--- config.mk ---
export PLATFORM = sky130hd
export DESIGN_NAME = iso_duration_to_seconds_parser_top
export DESIGN_NICKNAME = d
export VERILOG_FILES = /design/src/sv/idsp_pkg.sv /design/src/sv/idsp_parser.sv /design/src/sv/idsp_total.sv /design/src/sv/iso_duration_to_seconds_parser_top.sv
export SDC_FILE = /design/constraint.sdc
export NUM_CORES = 2
export LEC_CHECK = 0
export ABC_CLOCK_PERIOD_IN_PS = 12200
export BUFFER_PORTS_ARGS = -buffer_cell sky130_fd_sc_hd__buf_2
export CORE_ASPECT_RATIO = 1.25
export CORE_MARGIN = 8
export CORE_UTILIZATION = 40
export DETAILED_ROUTE_END_ITERATION = 6
export SETUP_SLACK_MARGIN = 0.5
export SLEW_MARGIN = 20
export SYNTH_ARGS = -nofsm -noshare
export SYNTH_HDL_FRONTEND = slang
export SYNTH_SLANG_ARGS = --single-unit
--- constraint.sdc ---
create_clock -name clk -period 12.2 [get_ports clk]
set_clock_uncertainty 0.1 [all_clocks]
set_input_delay 1.22 -clock clk [delete_from_list [all_inputs] [get_ports clk]]
set_output_delay 1.22 -clock clk [all_outputs]
set_load 0.02 [all_outputs]
--- src/sv/idsp_pkg.sv ---
`timescale 1ns / 1ps
// ----------------------------------------------------------------------------
// idsp_pkg
// Types and constants shared by the duration parser: transaction structs,
// parse phases, character codes and field widths.
// ----------------------------------------------------------------------------
package idsp_pkg;

	localparam int NUMBER_BITS = 32;
	localparam int FRAC_DIGITS = 9;
	localparam int TOTAL_BITS  = 48;
	localparam int FRAC_BITS   = 30;
	localparam int COUNT_BITS  = 4;

	localparam logic [TOTAL_BITS-1:0]  TOTAL_MAX  = '1;
	localparam logic [NUMBER_BITS-1:0] NUMBER_MAX = '1;

	localparam logic [8:0] DAYS_PER_YEAR  = 9'd360;
	localparam logic [8:0] DAYS_PER_MONTH = 9'd30;
	localparam logic [8:0] DAYS_PER_WEEK  = 9'd7;
	localparam logic [8:0] DAYS_PER_DAY   = 9'd1;

	localparam logic [7:0] CH_ZERO  = 8'd48;
	localparam logic [7:0] CH_NINE  = 8'd57;
	localparam logic [7:0] CH_P     = 8'h50;
	localparam logic [7:0] CH_Y     = 8'h59;
	localparam logic [7:0] CH_M     = 8'h4D;
	localparam logic [7:0] CH_W     = 8'h57;
	localparam logic [7:0] CH_D     = 8'h44;
	localparam logic [7:0] CH_T     = 8'h54;
	localparam logic [7:0] CH_H     = 8'h48;
	localparam logic [7:0] CH_POINT = 8'h2E;
	localparam logic [7:0] CH_S     = 8'h53;

	typedef enum logic [3:0] {
		PH_WAIT_P  = 4'd0,
		PH_AFTER_P = 4'd1,
		PH_YEAR    = 4'd2,
		PH_MONTH   = 4'd3,
		PH_WEEK    = 4'd4,
		PH_DAY     = 4'd5,
		PH_TIME    = 4'd6,
		PH_HOUR    = 4'd7,
		PH_MINUTE  = 4'd8,
		PH_POINT   = 4'd9,
		PH_SECOND  = 4'd10
	} idsp_phase_t;

	typedef struct packed {
		logic [7:0] char_code;
		logic       last_char;
	} idsp_item_t;

	typedef struct packed {
		logic                  format_ok;
		logic [TOTAL_BITS-1:0] total_seconds;
		logic [FRAC_BITS-1:0]  fraction_nanoseconds;
		logic                  saturated;
	} idsp_result_t;

	typedef struct packed {
		logic                   ok;
		logic [TOTAL_BITS-1:0]  day;
		logic [NUMBER_BITS-1:0] hour;
		logic [NUMBER_BITS-1:0] minute;
		logic [NUMBER_BITS-1:0] second;
		logic [FRAC_BITS-1:0]   frac;
		logic [COUNT_BITS-1:0]  fcount;
		logic                   frac_done;
		logic                   ovf;
	} idsp_snap_t;

endpackage

--- src/sv/idsp_parser.sv ---
`timescale 1ns / 1ps
// ----------------------------------------------------------------------------
// idsp_parser
// Character state machine: accumulates numbers, checks designator order and
// folds Y, M, W and D into a day count. On the final character it presents
// a snapshot of the parsed fields and returns to its reset state.
// ----------------------------------------------------------------------------
module idsp_parser (
	input  logic                   clk,
	input  logic                   arst_n,
	input  logic                   take,
	input  idsp_pkg::idsp_item_t   ch,
	output idsp_pkg::idsp_snap_t   snap
);
	import idsp_pkg::*;

	localparam int ACC_EXT_W  = NUMBER_BITS + 4;
	localparam int PROD_W     = NUMBER_BITS + 9;
	localparam int DAY_SUM_W  = TOTAL_BITS + 1;
	localparam int FRAC_EXT_W = FRAC_BITS + 4;

	idsp_phase_t            phase_q, n_phase;
	logic [NUMBER_BITS-1:0] accum_q, n_accum;
	logic [TOTAL_BITS-1:0]  day_q, n_day;
	logic [NUMBER_BITS-1:0] hour_q, n_hour;
	logic [NUMBER_BITS-1:0] minute_q, n_minute;
	logic [NUMBER_BITS-1:0] second_q, n_second;
	logic [FRAC_BITS-1:0]   frac_q, n_frac;
	logic [COUNT_BITS-1:0]  fcount_q, n_fcount;
	logic                   failed_q, n_failed;
	logic                   ovf_q, n_ovf;

	logic                   do_days;
	logic [8:0]             day_factor;
	logic [3:0]             digit;
	logic [ACC_EXT_W-1:0]   acc_ext;
	logic [FRAC_EXT_W-1:0]  frac_ext;
	logic [PROD_W-1:0]      day_prod;
	logic [DAY_SUM_W-1:0]   day_sum;

	assign digit    = ch.char_code[3:0];
	assign acc_ext  = ACC_EXT_W'(accum_q) * ACC_EXT_W'(10) + ACC_EXT_W'(digit);
	assign frac_ext = FRAC_EXT_W'(frac_q) * FRAC_EXT_W'(10) + FRAC_EXT_W'(digit);
	assign day_prod = PROD_W'(accum_q) * PROD_W'(day_factor);
	assign day_sum  = {1'b0, day_q} + DAY_SUM_W'(day_prod);

	always_ff @(posedge clk or negedge arst_n) begin
		if (!arst_n) begin
			phase_q  <= PH_WAIT_P;
			accum_q  <= '0;
			day_q    <= '0;
			hour_q   <= '0;
			minute_q <= '0;
			second_q <= '0;
			frac_q   <= '0;
			fcount_q <= '0;
			failed_q <= 1'b0;
			ovf_q    <= 1'b0;
		end else if (take) begin
			if (ch.last_char) begin
				phase_q  <= PH_WAIT_P;
				accum_q  <= '0;
				day_q    <= '0;
				hour_q   <= '0;
				minute_q <= '0;
				second_q <= '0;
				frac_q   <= '0;
				fcount_q <= '0;
				failed_q <= 1'b0;
				ovf_q    <= 1'b0;
			end else begin
				phase_q  <= n_phase;
				accum_q  <= n_accum;
				day_q    <= n_day;
				hour_q   <= n_hour;
				minute_q <= n_minute;
				second_q <= n_second;
				frac_q   <= n_frac;
				fcount_q <= n_fcount;
				failed_q <= n_failed;
				ovf_q    <= n_ovf;
			end
		end
	end

	always_comb begin
		n_phase    = phase_q;
		n_accum    = accum_q;
		n_day      = day_q;
		n_hour     = hour_q;
		n_minute   = minute_q;
		n_second   = second_q;
		n_frac     = frac_q;
		n_fcount   = fcount_q;
		n_failed   = failed_q;
		n_ovf      = ovf_q;
		do_days    = 1'b0;
		day_factor = DAYS_PER_DAY;

		if (!failed_q) begin
			if (phase_q == PH_WAIT_P) begin
				if (ch.char_code == CH_P)
					n_phase = PH_AFTER_P;
				else
					n_failed = 1'b1;
			end else if (ch.char_code >= CH_ZERO && ch.char_code <= CH_NINE) begin
				if (phase_q == PH_POINT) begin
					if (fcount_q < COUNT_BITS'(FRAC_DIGITS)) begin
						n_frac   = frac_ext[FRAC_BITS-1:0];
						n_fcount = fcount_q + 1'b1;
					end
				end else if (acc_ext > ACC_EXT_W'(NUMBER_MAX)) begin
					n_accum = NUMBER_MAX;
					n_ovf   = 1'b1;
				end else begin
					n_accum = acc_ext[NUMBER_BITS-1:0];
				end
			end else begin
				case (ch.char_code)
					CH_Y: begin
						if (phase_q == PH_AFTER_P) begin
							do_days    = 1'b1;
							day_factor = DAYS_PER_YEAR;
							n_phase    = PH_YEAR;
						end else
							n_failed = 1'b1;
					end
					CH_M: begin
						if (phase_q inside {PH_AFTER_P, PH_YEAR}) begin
							do_days    = 1'b1;
							day_factor = DAYS_PER_MONTH;
							n_phase    = PH_MONTH;
						end else if (phase_q inside {PH_TIME, PH_HOUR}) begin
							n_minute = accum_q;
							n_accum  = '0;
							n_phase  = PH_MINUTE;
						end else
							n_failed = 1'b1;
					end
					CH_W: begin
						if (phase_q inside {PH_AFTER_P, PH_YEAR, PH_MONTH}) begin
							do_days    = 1'b1;
							day_factor = DAYS_PER_WEEK;
							n_phase    = PH_WEEK;
						end else
							n_failed = 1'b1;
					end
					CH_D: begin
						if (phase_q inside {PH_AFTER_P, PH_YEAR, PH_MONTH, PH_WEEK}) begin
							do_days    = 1'b1;
							day_factor = DAYS_PER_DAY;
							n_phase    = PH_DAY;
						end else
							n_failed = 1'b1;
					end
					CH_T: begin
						if (phase_q inside {PH_AFTER_P, PH_YEAR, PH_MONTH, PH_WEEK, PH_DAY})
							n_phase = PH_TIME;
						else
							n_failed = 1'b1;
					end
					CH_H: begin
						if (phase_q == PH_TIME) begin
							n_hour  = accum_q;
							n_accum = '0;
							n_phase = PH_HOUR;
						end else
							n_failed = 1'b1;
					end
					CH_POINT: begin
						if (phase_q inside {PH_TIME, PH_HOUR, PH_MINUTE}) begin
							n_second = accum_q;
							n_accum  = '0;
							n_phase  = PH_POINT;
						end else
							n_failed = 1'b1;
					end
					CH_S: begin
						if (phase_q inside {PH_TIME, PH_HOUR, PH_MINUTE, PH_POINT}) begin
							if (phase_q != PH_POINT) begin
								n_second = accum_q;
								n_frac   = '0;
							end
							n_accum = '0;
							n_phase = PH_SECOND;
						end else
							n_failed = 1'b1;
					end
					default: begin
					end
				endcase
			end
		end

		if (do_days) begin
			n_accum = '0;
			if (day_sum[TOTAL_BITS]) begin
				n_day = TOTAL_MAX;
				n_ovf = 1'b1;
			end else
				n_day = day_sum[TOTAL_BITS-1:0];
		end
	end

	always_comb begin
		snap.ok        = !n_failed && (n_phase != PH_WAIT_P);
		snap.day       = n_day;
		snap.hour      = n_hour;
		snap.minute    = n_minute;
		snap.second    = n_second;
		snap.frac      = n_frac;
		snap.fcount    = n_fcount;
		snap.frac_done = (n_phase == PH_SECOND);
		snap.ovf       = n_ovf;
	end

endmodule

--- src/sv/idsp_total.sv ---
`timescale 1ns / 1ps
// ----------------------------------------------------------------------------
// idsp_total
// Result pipeline: converts days, hours, minutes and seconds to a saturated
// 48-bit second count over three registered multiply-add stages, scales the
// fraction to nanoseconds and holds the result transaction.
// ----------------------------------------------------------------------------
module idsp_total (
	input  logic                   clk,
	input  logic                   arst_n,
	input  logic                   snap_valid,
	output logic                   snap_ready,
	input  idsp_pkg::idsp_snap_t   snap,
	output logic                   result_valid,
	input  logic                   result_ready,
	output idsp_pkg::idsp_result_t result
);
	import idsp_pkg::*;

	localparam int EXT_W      = TOTAL_BITS + 6;
	localparam int FRAC_MUL_W = 2 * FRAC_BITS;

	function automatic logic [FRAC_BITS-1:0] pow_ten(input logic [COUNT_BITS-1:0] n);
		logic [FRAC_BITS-1:0] p;
		case (n)
			4'd0:    p = 30'd1;
			4'd1:    p = 30'd10;
			4'd2:    p = 30'd100;
			4'd3:    p = 30'd1000;
			4'd4:    p = 30'd10000;
			4'd5:    p = 30'd100000;
			4'd6:    p = 30'd1000000;
			4'd7:    p = 30'd10000000;
			4'd8:    p = 30'd100000000;
			4'd9:    p = 30'd1000000000;
			default: p = 30'd1;
		endcase
		return p;
	endfunction

	logic                   valid_s2, valid_s3, valid_s4;
	logic                   ready_s2, ready_s3, ready_s4, out_free;
	idsp_snap_t             snap_s2;

	logic                   ok_s3, ovf_s3, frac_done_s3;
	logic [TOTAL_BITS-1:0]  total_s3;
	logic [NUMBER_BITS-1:0] minute_s3, second_s3;
	logic [FRAC_BITS-1:0]   frac_s3;
	logic [COUNT_BITS-1:0]  fcount_s3;

	logic                   ok_s4, ovf_s4;
	logic [TOTAL_BITS-1:0]  total_s4;
	logic [NUMBER_BITS-1:0] second_s4;
	logic [FRAC_BITS-1:0]   frac_s4;

	logic                   result_valid_q;
	idsp_result_t           result_q;

	logic [EXT_W-1:0]       sum_s2, sum_s3, sum_s4;
	logic [COUNT_BITS-1:0]  kept_digits, scale_idx;
	logic [FRAC_MUL_W-1:0]  frac_mul;

	assign out_free   = !result_valid_q || result_ready;
	assign ready_s4   = !valid_s4 || out_free;
	assign ready_s3   = !valid_s3 || ready_s4;
	assign ready_s2   = !valid_s2 || ready_s3;
	assign snap_ready = ready_s2;

	assign sum_s2 = EXT_W'(snap_s2.day) * EXT_W'(24) + EXT_W'(snap_s2.hour);
	assign sum_s3 = EXT_W'(total_s3) * EXT_W'(60) + EXT_W'(minute_s3);
	assign sum_s4 = EXT_W'(total_s4) * EXT_W'(60) + EXT_W'(second_s4);

	assign kept_digits = (fcount_s3 > COUNT_BITS'(9)) ? COUNT_BITS'(9) : fcount_s3;
	assign scale_idx   = COUNT_BITS'(9) - kept_digits;
	assign frac_mul    = FRAC_MUL_W'(frac_s3) * FRAC_MUL_W'(pow_ten(scale_idx));

	always_ff @(posedge clk or negedge arst_n) begin
		if (!arst_n) begin
			valid_s2       <= 1'b0;
			valid_s3       <= 1'b0;
			valid_s4       <= 1'b0;
			result_valid_q <= 1'b0;
		end else begin
			if (ready_s2)
				valid_s2 <= snap_valid;
			if (ready_s3)
				valid_s3 <= valid_s2;
			if (ready_s4)
				valid_s4 <= valid_s3;
			if (out_free)
				result_valid_q <= valid_s4;
		end
	end

	always_ff @(posedge clk) begin
		if (snap_valid && ready_s2)
			snap_s2 <= snap;

		if (valid_s2 && ready_s3) begin
			ok_s3        <= snap_s2.ok;
			minute_s3    <= snap_s2.minute;
			second_s3    <= snap_s2.second;
			frac_s3      <= snap_s2.frac;
			fcount_s3    <= snap_s2.fcount;
			frac_done_s3 <= snap_s2.frac_done;
			if (|sum_s2[EXT_W-1:TOTAL_BITS]) begin
				total_s3 <= TOTAL_MAX;
				ovf_s3   <= 1'b1;
			end else begin
				total_s3 <= sum_s2[TOTAL_BITS-1:0];
				ovf_s3   <= snap_s2.ovf;
			end
		end

		if (valid_s3 && ready_s4) begin
			ok_s4     <= ok_s3;
			second_s4 <= second_s3;
			frac_s4   <= frac_done_s3 ? frac_mul[FRAC_BITS-1:0] : '0;
			if (|sum_s3[EXT_W-1:TOTAL_BITS]) begin
				total_s4 <= TOTAL_MAX;
				ovf_s4   <= 1'b1;
			end else begin
				total_s4 <= sum_s3[TOTAL_BITS-1:0];
				ovf_s4   <= ovf_s3;
			end
		end

		if (valid_s4 && out_free) begin
			if (!ok_s4) begin
				result_q <= '0;
			end else begin
				result_q.format_ok            <= 1'b1;
				result_q.fraction_nanoseconds <= frac_s4;
				if (|sum_s4[EXT_W-1:TOTAL_BITS]) begin
					result_q.total_seconds <= TOTAL_MAX;
					result_q.saturated     <= 1'b1;
				end else begin
					result_q.total_seconds <= sum_s4[TOTAL_BITS-1:0];
					result_q.saturated     <= ovf_s4;
				end
			end
		end
	end

	assign result_valid = result_valid_q;
	assign result       = result_q;

endmodule

--- src/sv/iso_duration_to_seconds_parser_top.sv ---
`timescale 1ns / 1ps
// ----------------------------------------------------------------------------
// iso_duration_to_seconds_parser_top
// ISO 8601 duration parser: one character per transaction in, one result
// transaction per string out, on the character marked last.
//
//   channel | valid        | ready        | payload
//   --------+--------------+--------------+-------------------------------
//   item    | item_valid   | item_ready   | item   (char_code, last_char)
//   result  | result_valid | result_ready | result (format_ok, seconds,
//           |              |              |         nanoseconds, saturated)
//
// One character is accepted every cycle unless a final character waits in the
// input register for room in the result stages; parse state is registered
// from it. A result passes the input and snapshot registers and the day/hour,
// minute and second multiply-add stages before it is presented. Reset clears
// all control and parse state, which also returns to reset after each final
// character. Holding result_ready low fills the stages; final characters wait.
// ----------------------------------------------------------------------------
module iso_duration_to_seconds_parser_top (
	input  logic                   clk,
	input  logic                   arst_n,
	input  logic                   item_valid,
	output logic                   item_ready,
	input  idsp_pkg::idsp_item_t   item,
	output logic                   result_valid,
	input  logic                   result_ready,
	output idsp_pkg::idsp_result_t result
);
	import idsp_pkg::*;

	logic        valid_s1;
	idsp_item_t  item_s1;
	logic        take;
	logic        snap_ready;
	idsp_snap_t  snap;

	assign take       = valid_s1 && (!item_s1.last_char || snap_ready);
	assign item_ready = !valid_s1 || take;

	always_ff @(posedge clk or negedge arst_n) begin
		if (!arst_n)
			valid_s1 <= 1'b0;
		else if (item_ready)
			valid_s1 <= item_valid;
	end

	always_ff @(posedge clk) begin
		if (item_valid && item_ready)
			item_s1 <= item;
	end

	idsp_parser u_parser (
		.clk    (clk),
		.arst_n (arst_n),
		.take   (take),
		.ch     (item_s1),
		.snap   (snap)
	);

	idsp_total u_total (
		.clk          (clk),
		.arst_n       (arst_n),
		.snap_valid   (take && item_s1.last_char),
		.snap_ready   (snap_ready),
		.snap         (snap),
		.result_valid (result_valid),
		.result_ready (result_ready),
		.result       (result)
	);

endmodule

; Yosys cells after proc, flatten, opt, wreduce, memory -nomap -nowiden
; Memories as Yosys holds them, arrays and structs flattened.
; Cells that the tools add are included.
[totals]
ff_bits = 752
rom_bits = 480
inputBits = 13
out_inout_bits = 82
word_cells = 237
n_memories = 1
[op_classes]
addsub = 8
n_mul = 7
n_lt_le_gt_ge = 5
n_eq_ne = 28
mux = 109
n_reduce_logical = 36
[mem_list]
columns = name, words, word_bits, read_ports, rd_ports_with_merged_regs, write_ports, line_no
row1 = (no name shown), 16, 30, 1, 0, 0, idsp_total.sv:25  ; case (n)
[ops]
columns = cell, n
row1 = $mux 32, 32
row2 = $mux 30, 9
row3 = $mux 48, 4
row4 = $pmux 32 s4, 1
row5 = $add 54x32->54, 2
row6 = $mul 48x4->52 const B, 2
row7 = $mux 4, 21
row8 = $mux 80, 1
row9 = $eq 8x7->1 const B, 8
row10 = $pmux 32 s2, 1
row11 = $add 53x32->54, 1
row12 = $mul 48x2->50 const B, 1
row13 = $add 48x41->49, 1
row14 = $mul 32x9->41, 1
row15 = $add 36x4->36, 1
row16 = $gt 36x32->1 const B, 1
row17 = $mux 9, 4
row18 = $mul 32x3->35 const B, 1
row19 = $pmux 4 s8, 1
row20 = $add 30x4->30, 1
row21 = $mul 30x3->29 const B, 1
row22 = $mul 30x30->30, 1
row23 = $mux 1, 30
row24 = $pmux 9 s3, 1
row25 = other kinds (32), 66

; Logic depth before layout (Yosys ltp)
[depth]
word_depth = 12
mapped_depth = 37
mapped_depth_nobuf = 35

; Hierarchy
; From an unflattened synthesis, not the netlist that was laid out.
[unflattened]
cells_unflattened = 7475
area_unflattened_um2 = 75165.8
[modules_own_cells]
columns = module, instances, cells_per_inst, area_per_inst_um2, seq_area_each_um2
row1 = idsp_total, 1, 4580, 48957.0, 15775.1
row2 = idsp_parser, 1, 2879, 25859.8, 5405.2
row3 = iso_duration_to_seconds_parser_top, 1, 16, 349.1, 295.3

; Worst setup path before layout
; No wires, ideal clock.
[synth_path]
path_kind = input-to-reg
startpoint = in result_ready
endpoint = reg u_parser.day_q[41]
setup_ps = 498
arrival_ps = 10090
required_ps = 11602
setup_slack_ps = 1512
path_stages = 8
n_path_buf = 1
path_cell_list = nor2b_1 > and3_1 > nand3_1 > nand2_1 > nor2_1 > clkbuf_1 > nor2_1 > nor3_1
[synth_via]
elab_chain_len = 6
[synth_rtl]
columns = item, line_no
row1 = "start, declared", iso_duration_to_seconds_parser_top.sv:27  ; input logic result_ready,
row2 = $logic_or 1x1->1, idsp_total.sv:63  ; assign out_free = !result_valid_q || result_ready;
row3 = $logic_or 1x1->1, idsp_total.sv:64  ; assign ready_s4 = !valid_s4 || out_free;
row4 = $logic_or 1x1->1, idsp_total.sv:65  ; assign ready_s3 = !valid_s3 || ready_s4;
row5 = $logic_or 1x1->1, idsp_total.sv:66  ; assign ready_s2 = !valid_s2 || ready_s3;
row6 = $logic_or 1x1->1, iso_duration_to_seconds_parser_top.sv:38  ; assign take = valid_s1 && (!item_s1.last_char || snap_ready);
row7 = $logic_and 1x1->1, iso_duration_to_seconds_parser_top.sv:38
row8 = "end signal, assigned", idsp_parser.sv:74  ; day_q <= n_day;
row9 = "end, declared", idsp_parser.sv:24  ; logic [TOTAL_BITS-1:0] day_q, n_day;
; No other way between the ends.
; A chain may end at the register's enable or synchronous reset.

; Worst setup path in the final report
[layout_path]
startpoint = reg u_total.fcount_s3[3]
endpoint = reg u_total.frac_s4[29], data pin
[layout_via]
elab_chain_len = 5
[layout_rtl]
columns = item, line_no
row1 = "start, declared", idsp_total.sv:49  ; logic [COUNT_BITS-1:0] fcount_s3;
row2 = "start signal, assigned", idsp_total.sv:104  ; fcount_s3 <= snap_s2.fcount;
row3 = $gt 4x4->1, idsp_total.sv:73  ; assign kept_digits = (fcount_s3 > COUNT_BITS'(9)) ? COUNT_BITS'(9) : fcount_s3;
row4 = $mux 4 *, idsp_total.sv:73
row5 = $sub 4x4->4 *, idsp_total.sv:74  ; assign scale_idx = COUNT_BITS'(9) - kept_digits;
row6 = $mem_v2 16x30 *, n/a
row7 = $mul 30x30->30 *, idsp_total.sv:75  ; assign frac_mul = FRAC_MUL_W'(frac_s3) * FRAC_MUL_W'(pow_ten(scale_idx));
row8 = "end signal, assigned", idsp_total.sv:118  ; frac_s4 <= frac_done_s3 ? frac_mul[FRAC_BITS-1:0] : '0;
row9 = "end, declared", idsp_total.sv:54  ; logic [FRAC_BITS-1:0] frac_s4;
; Mark *: on every way between the ends. The rest lies on a longest branch, timed or not.

==> impl_metrics.ini <==
[run_status]
outcome = completed

[timing]
layout_min_cycle_time_ps = 10540
rsz0062_at_grt = no
fmax_mhz = 94.9
min_period_over_period = 0.864
timing.setup.tns_ps = 0
setup_viol = 0
timing.hold.ws_ps = 311
relSlewSlack = 0.216
finalHoldViolCount = 0
worst_slew_pin_slew_ps = 1180
drv_slew = 0

[clock_network]
cts.path.max_buffers = 3
htreeDepth = 3
ctsRootBufferMaster = clkbuf_16
holdBufCountCts = 0
cts_setup_buffers = 0
tritoncts = done
cts_resized = 0
insertion_delay_ps = 690
numCtsBuffers = 79
clock-sinks = 752
clk_pin_slew_ps = 60

[power_and_ir_drop]
power_density_nw_per_um2 = 149
p_leak_nw = 34.6
ir_drop_v = 0.000388

[worst_setup_path]
path_delay_family = adder cells
path_class = flop to flop
critPathLaunchType = flop
crit_path_end_kind = flop
critPathMaxStageDelay_ps = 840
crit_arrival_ps = 10850
crit_fanout = 30
critical_path_required_ps = 12510
crit_buf_inv = 8
cp_slowest_cell = a21o_1

[routing]
wl_per_cell_um = 19.1
drt_wl_total_um = 187000
drtPass1Iterations = 5
antenna_left = 0
drt_iter0_markers = 3021
vias = 53174
vias_per_cell = 5.44
drc = 0

[job]
max_cap_viol_count = 0

[floorplanning]
core_um2 = 184000
ios = 95
die_area_um2 = 200000
die_h_um = 497
fp-row-count = 176
start_util = 0.403
die_w_um = 401

[worst_hold_path]
hold_class = flop to flop

[layout]
postLayoutCoreUtil = 0.435
final_cell_mix = inv_1, fa_1, nand2_1
fillers = 17518
nNetsFinal = 8638
drive_gt1_frac = 0.0717
layout.cells.non_filler = 9766
regArea_um2 = 21500
multi_input_comb_area_um2 = 48600
area_growth_pct = 7.87
layout_commonest_cell = inv_1

[synth]
ys_seq_area_frac = 0.290
synth_cell_type_count = 114
yosys.area.top_type = edfxtp_1
ys_ff_latch = 752
async_reset_ff_frac = 0.294
yosysWarnings = 0
synth_top_area_frac = 0.215
synth_edf_count = 531
synth_compound_area_frac = 0.137
netlist_area_um2 = 74200
synth_fa_ha_area_frac = 0.302
synth_top_family_by_area = adder cells
synthFlopType = edfxtp_1
synth_xor_xnor_area_share = 0.0532
synthTopCellsByArea = edfxtp_1, fa_1, ha_1, dfrtp_1, inv_1
synth-simple-area-share = 0.144
synth_area_per_cell_um2 = 10.1
muxShareOfSynthArea = 0.0168
synth_nets = 8686
netlist_instances = 7341

[placement]
dp.cells = 9613
gp_congestion = 0.893
port_buffers = 94
dpl.hpwl_um = 142000

[global_routing]
overflow = 0
grt_start_max_net_pins = 83
grtUsageTotal = 0.186
grt_pass1_vias = 56463
grt_pass1_wl_um = 305000
antenna_found_initial = 5
-- metrics by stage --
| stage | total power, mW | cell area (um2) | worst slack [ps] |
|---|---|---|---|
| after detailed placement | 9.37 | 77200 | 1680 |
| after global routing | 12.9 | 80000 | 985 |
| after floorplan | 7.75 | 74200 | 1510 |
| after CTS | 12.0 | 79900 | 1660 |
| final | 11.9 | 80000 | 1660 |
| after global placement | 9.27 | 77200 | 1830 |
-- per-layer routing --
layer / vias up / global-route usage / wire length, um
met2: 1252 / 0.325 / 90500
met3: 345 / 0.0230 / 8570
met1: 26339 / 0.238 / 81000
li1: 25236 / - / -
met5: - / 0 / 11
met4: 2 / 0.0635 / 6490
-- flip-flops by register name, summed over array words and instances (netlist names), 9 cells and up --
register and cells:
u_parser.day_q 48, u_parser.accum_q 32, u_total.frac_s4 30, u_total.second_s4 32, u_total.snap_s2 181, u_total.total_s3 48
u_total.result 80, u_total.total_s4 48, u_parser.hour_q 32, item_s1 9, u_total.second_s3 32, u_parser.second_q 32
u_parser.frac_q 30, u_parser.minute_q 32, u_total.minute_s3 32, u_total.frac_s3 30
-- worst paths after layout --
| path | slack (ps) | start | endpoint | depth (start not counted) |
|---|---|---|---|---|
| max in group asynchronous | 9510 | arst_n | u_parser.frac_q[12] | 3 |
| max | 1660 | u_total.fcount_s3[3] | u_total.frac_s4[29] | 36 |
| min | 310 | u_total.second_s3[11] | u_total.second_s4[11] | 0 |
| max reg2reg | 1660 | u_total.fcount_s3[3] | u_total.frac_s4[29] | 36 |
| min in group asynchronous | 360 | arst_n | u_parser.day_q[7] | 1 |
| min reg2reg | 310 | u_total.second_s3[11] | u_total.second_s4[11] | 0 |
-- cell families (layout without fill, tap and decap cells) --
logic type	after synthesis	in the layout
simple gates	2107	2107
xor+xnor	449	449
buf+inv	1100	1119
flops	752	752
compound gates	1489	1489
mux	112	112
fa+ha+maj	1332	1332
other cells	0	3
-- worst reg2reg max path: cells and delay by family (launching register included) --
kind	cells	cell delay [ps]
simple gates	10	2540
buf+inv	8	830
compound gates	7	2090
flops	1	440
fa+ha+maj	10	4160
xor+xnor	1	140
-- cell type report --
type / count / share of cell area
Timing Repair Buffer: 180 / 0.0145
Clock buffer: 96 / 0.0264
Inverter: 791 / 0.0371
Tap cell: 2403 / 0.0376
Clock inverter: 52 / 0.00835
Multi-Input combinational cell: 5489 / 0.608
Antenna cell: 3 / 0.0000938
Sequential cell: 752 / 0.268
-- where the power goes --
group          internal [mW]  total (mW)  switching [mW]
clock network           1.51        2.61            1.10
registers               3.05        3.14          0.0914
logic                   2.58        6.18            3.61
-- synth_stat cells (24+ instances only) --
| master | count |
|---|---|
| a211oi_1 | 55 |
| a21o_1 | 189 |
| a21oi_1 | 405 |
| a22o_1 | 136 |
| a31oi_1 | 39 |
| and2_1 | 392 |
| and3_1 | 119 |
| buf_2 | 24 |
| clkbuf_1 | 263 |
| dfrtp_1 | 221 |
| edfxtp_1 | 531 |
| fa_1 | 763 |
| ha_1 | 569 |
| inv_1 | 790 |
| mux2_2 | 101 |
| nand2_1 | 638 |
| nand2b_1 | 56 |
| nand3_1 | 151 |
| nand4_1 | 87 |
| nor2_1 | 310 |
| nor2b_1 | 71 |
| nor3_1 | 114 |
| o211ai_1 | 61 |
| o21a_1 | 60 |
| o21ai_0 | 226 |
| o21bai_1 | 44 |
| or2_2 | 29 |
| or3_1 | 35 |
| xnor2_1 | 294 |
| xor2_1 | 153 |
Note: power is estimated with default switching activity, not from simulation.
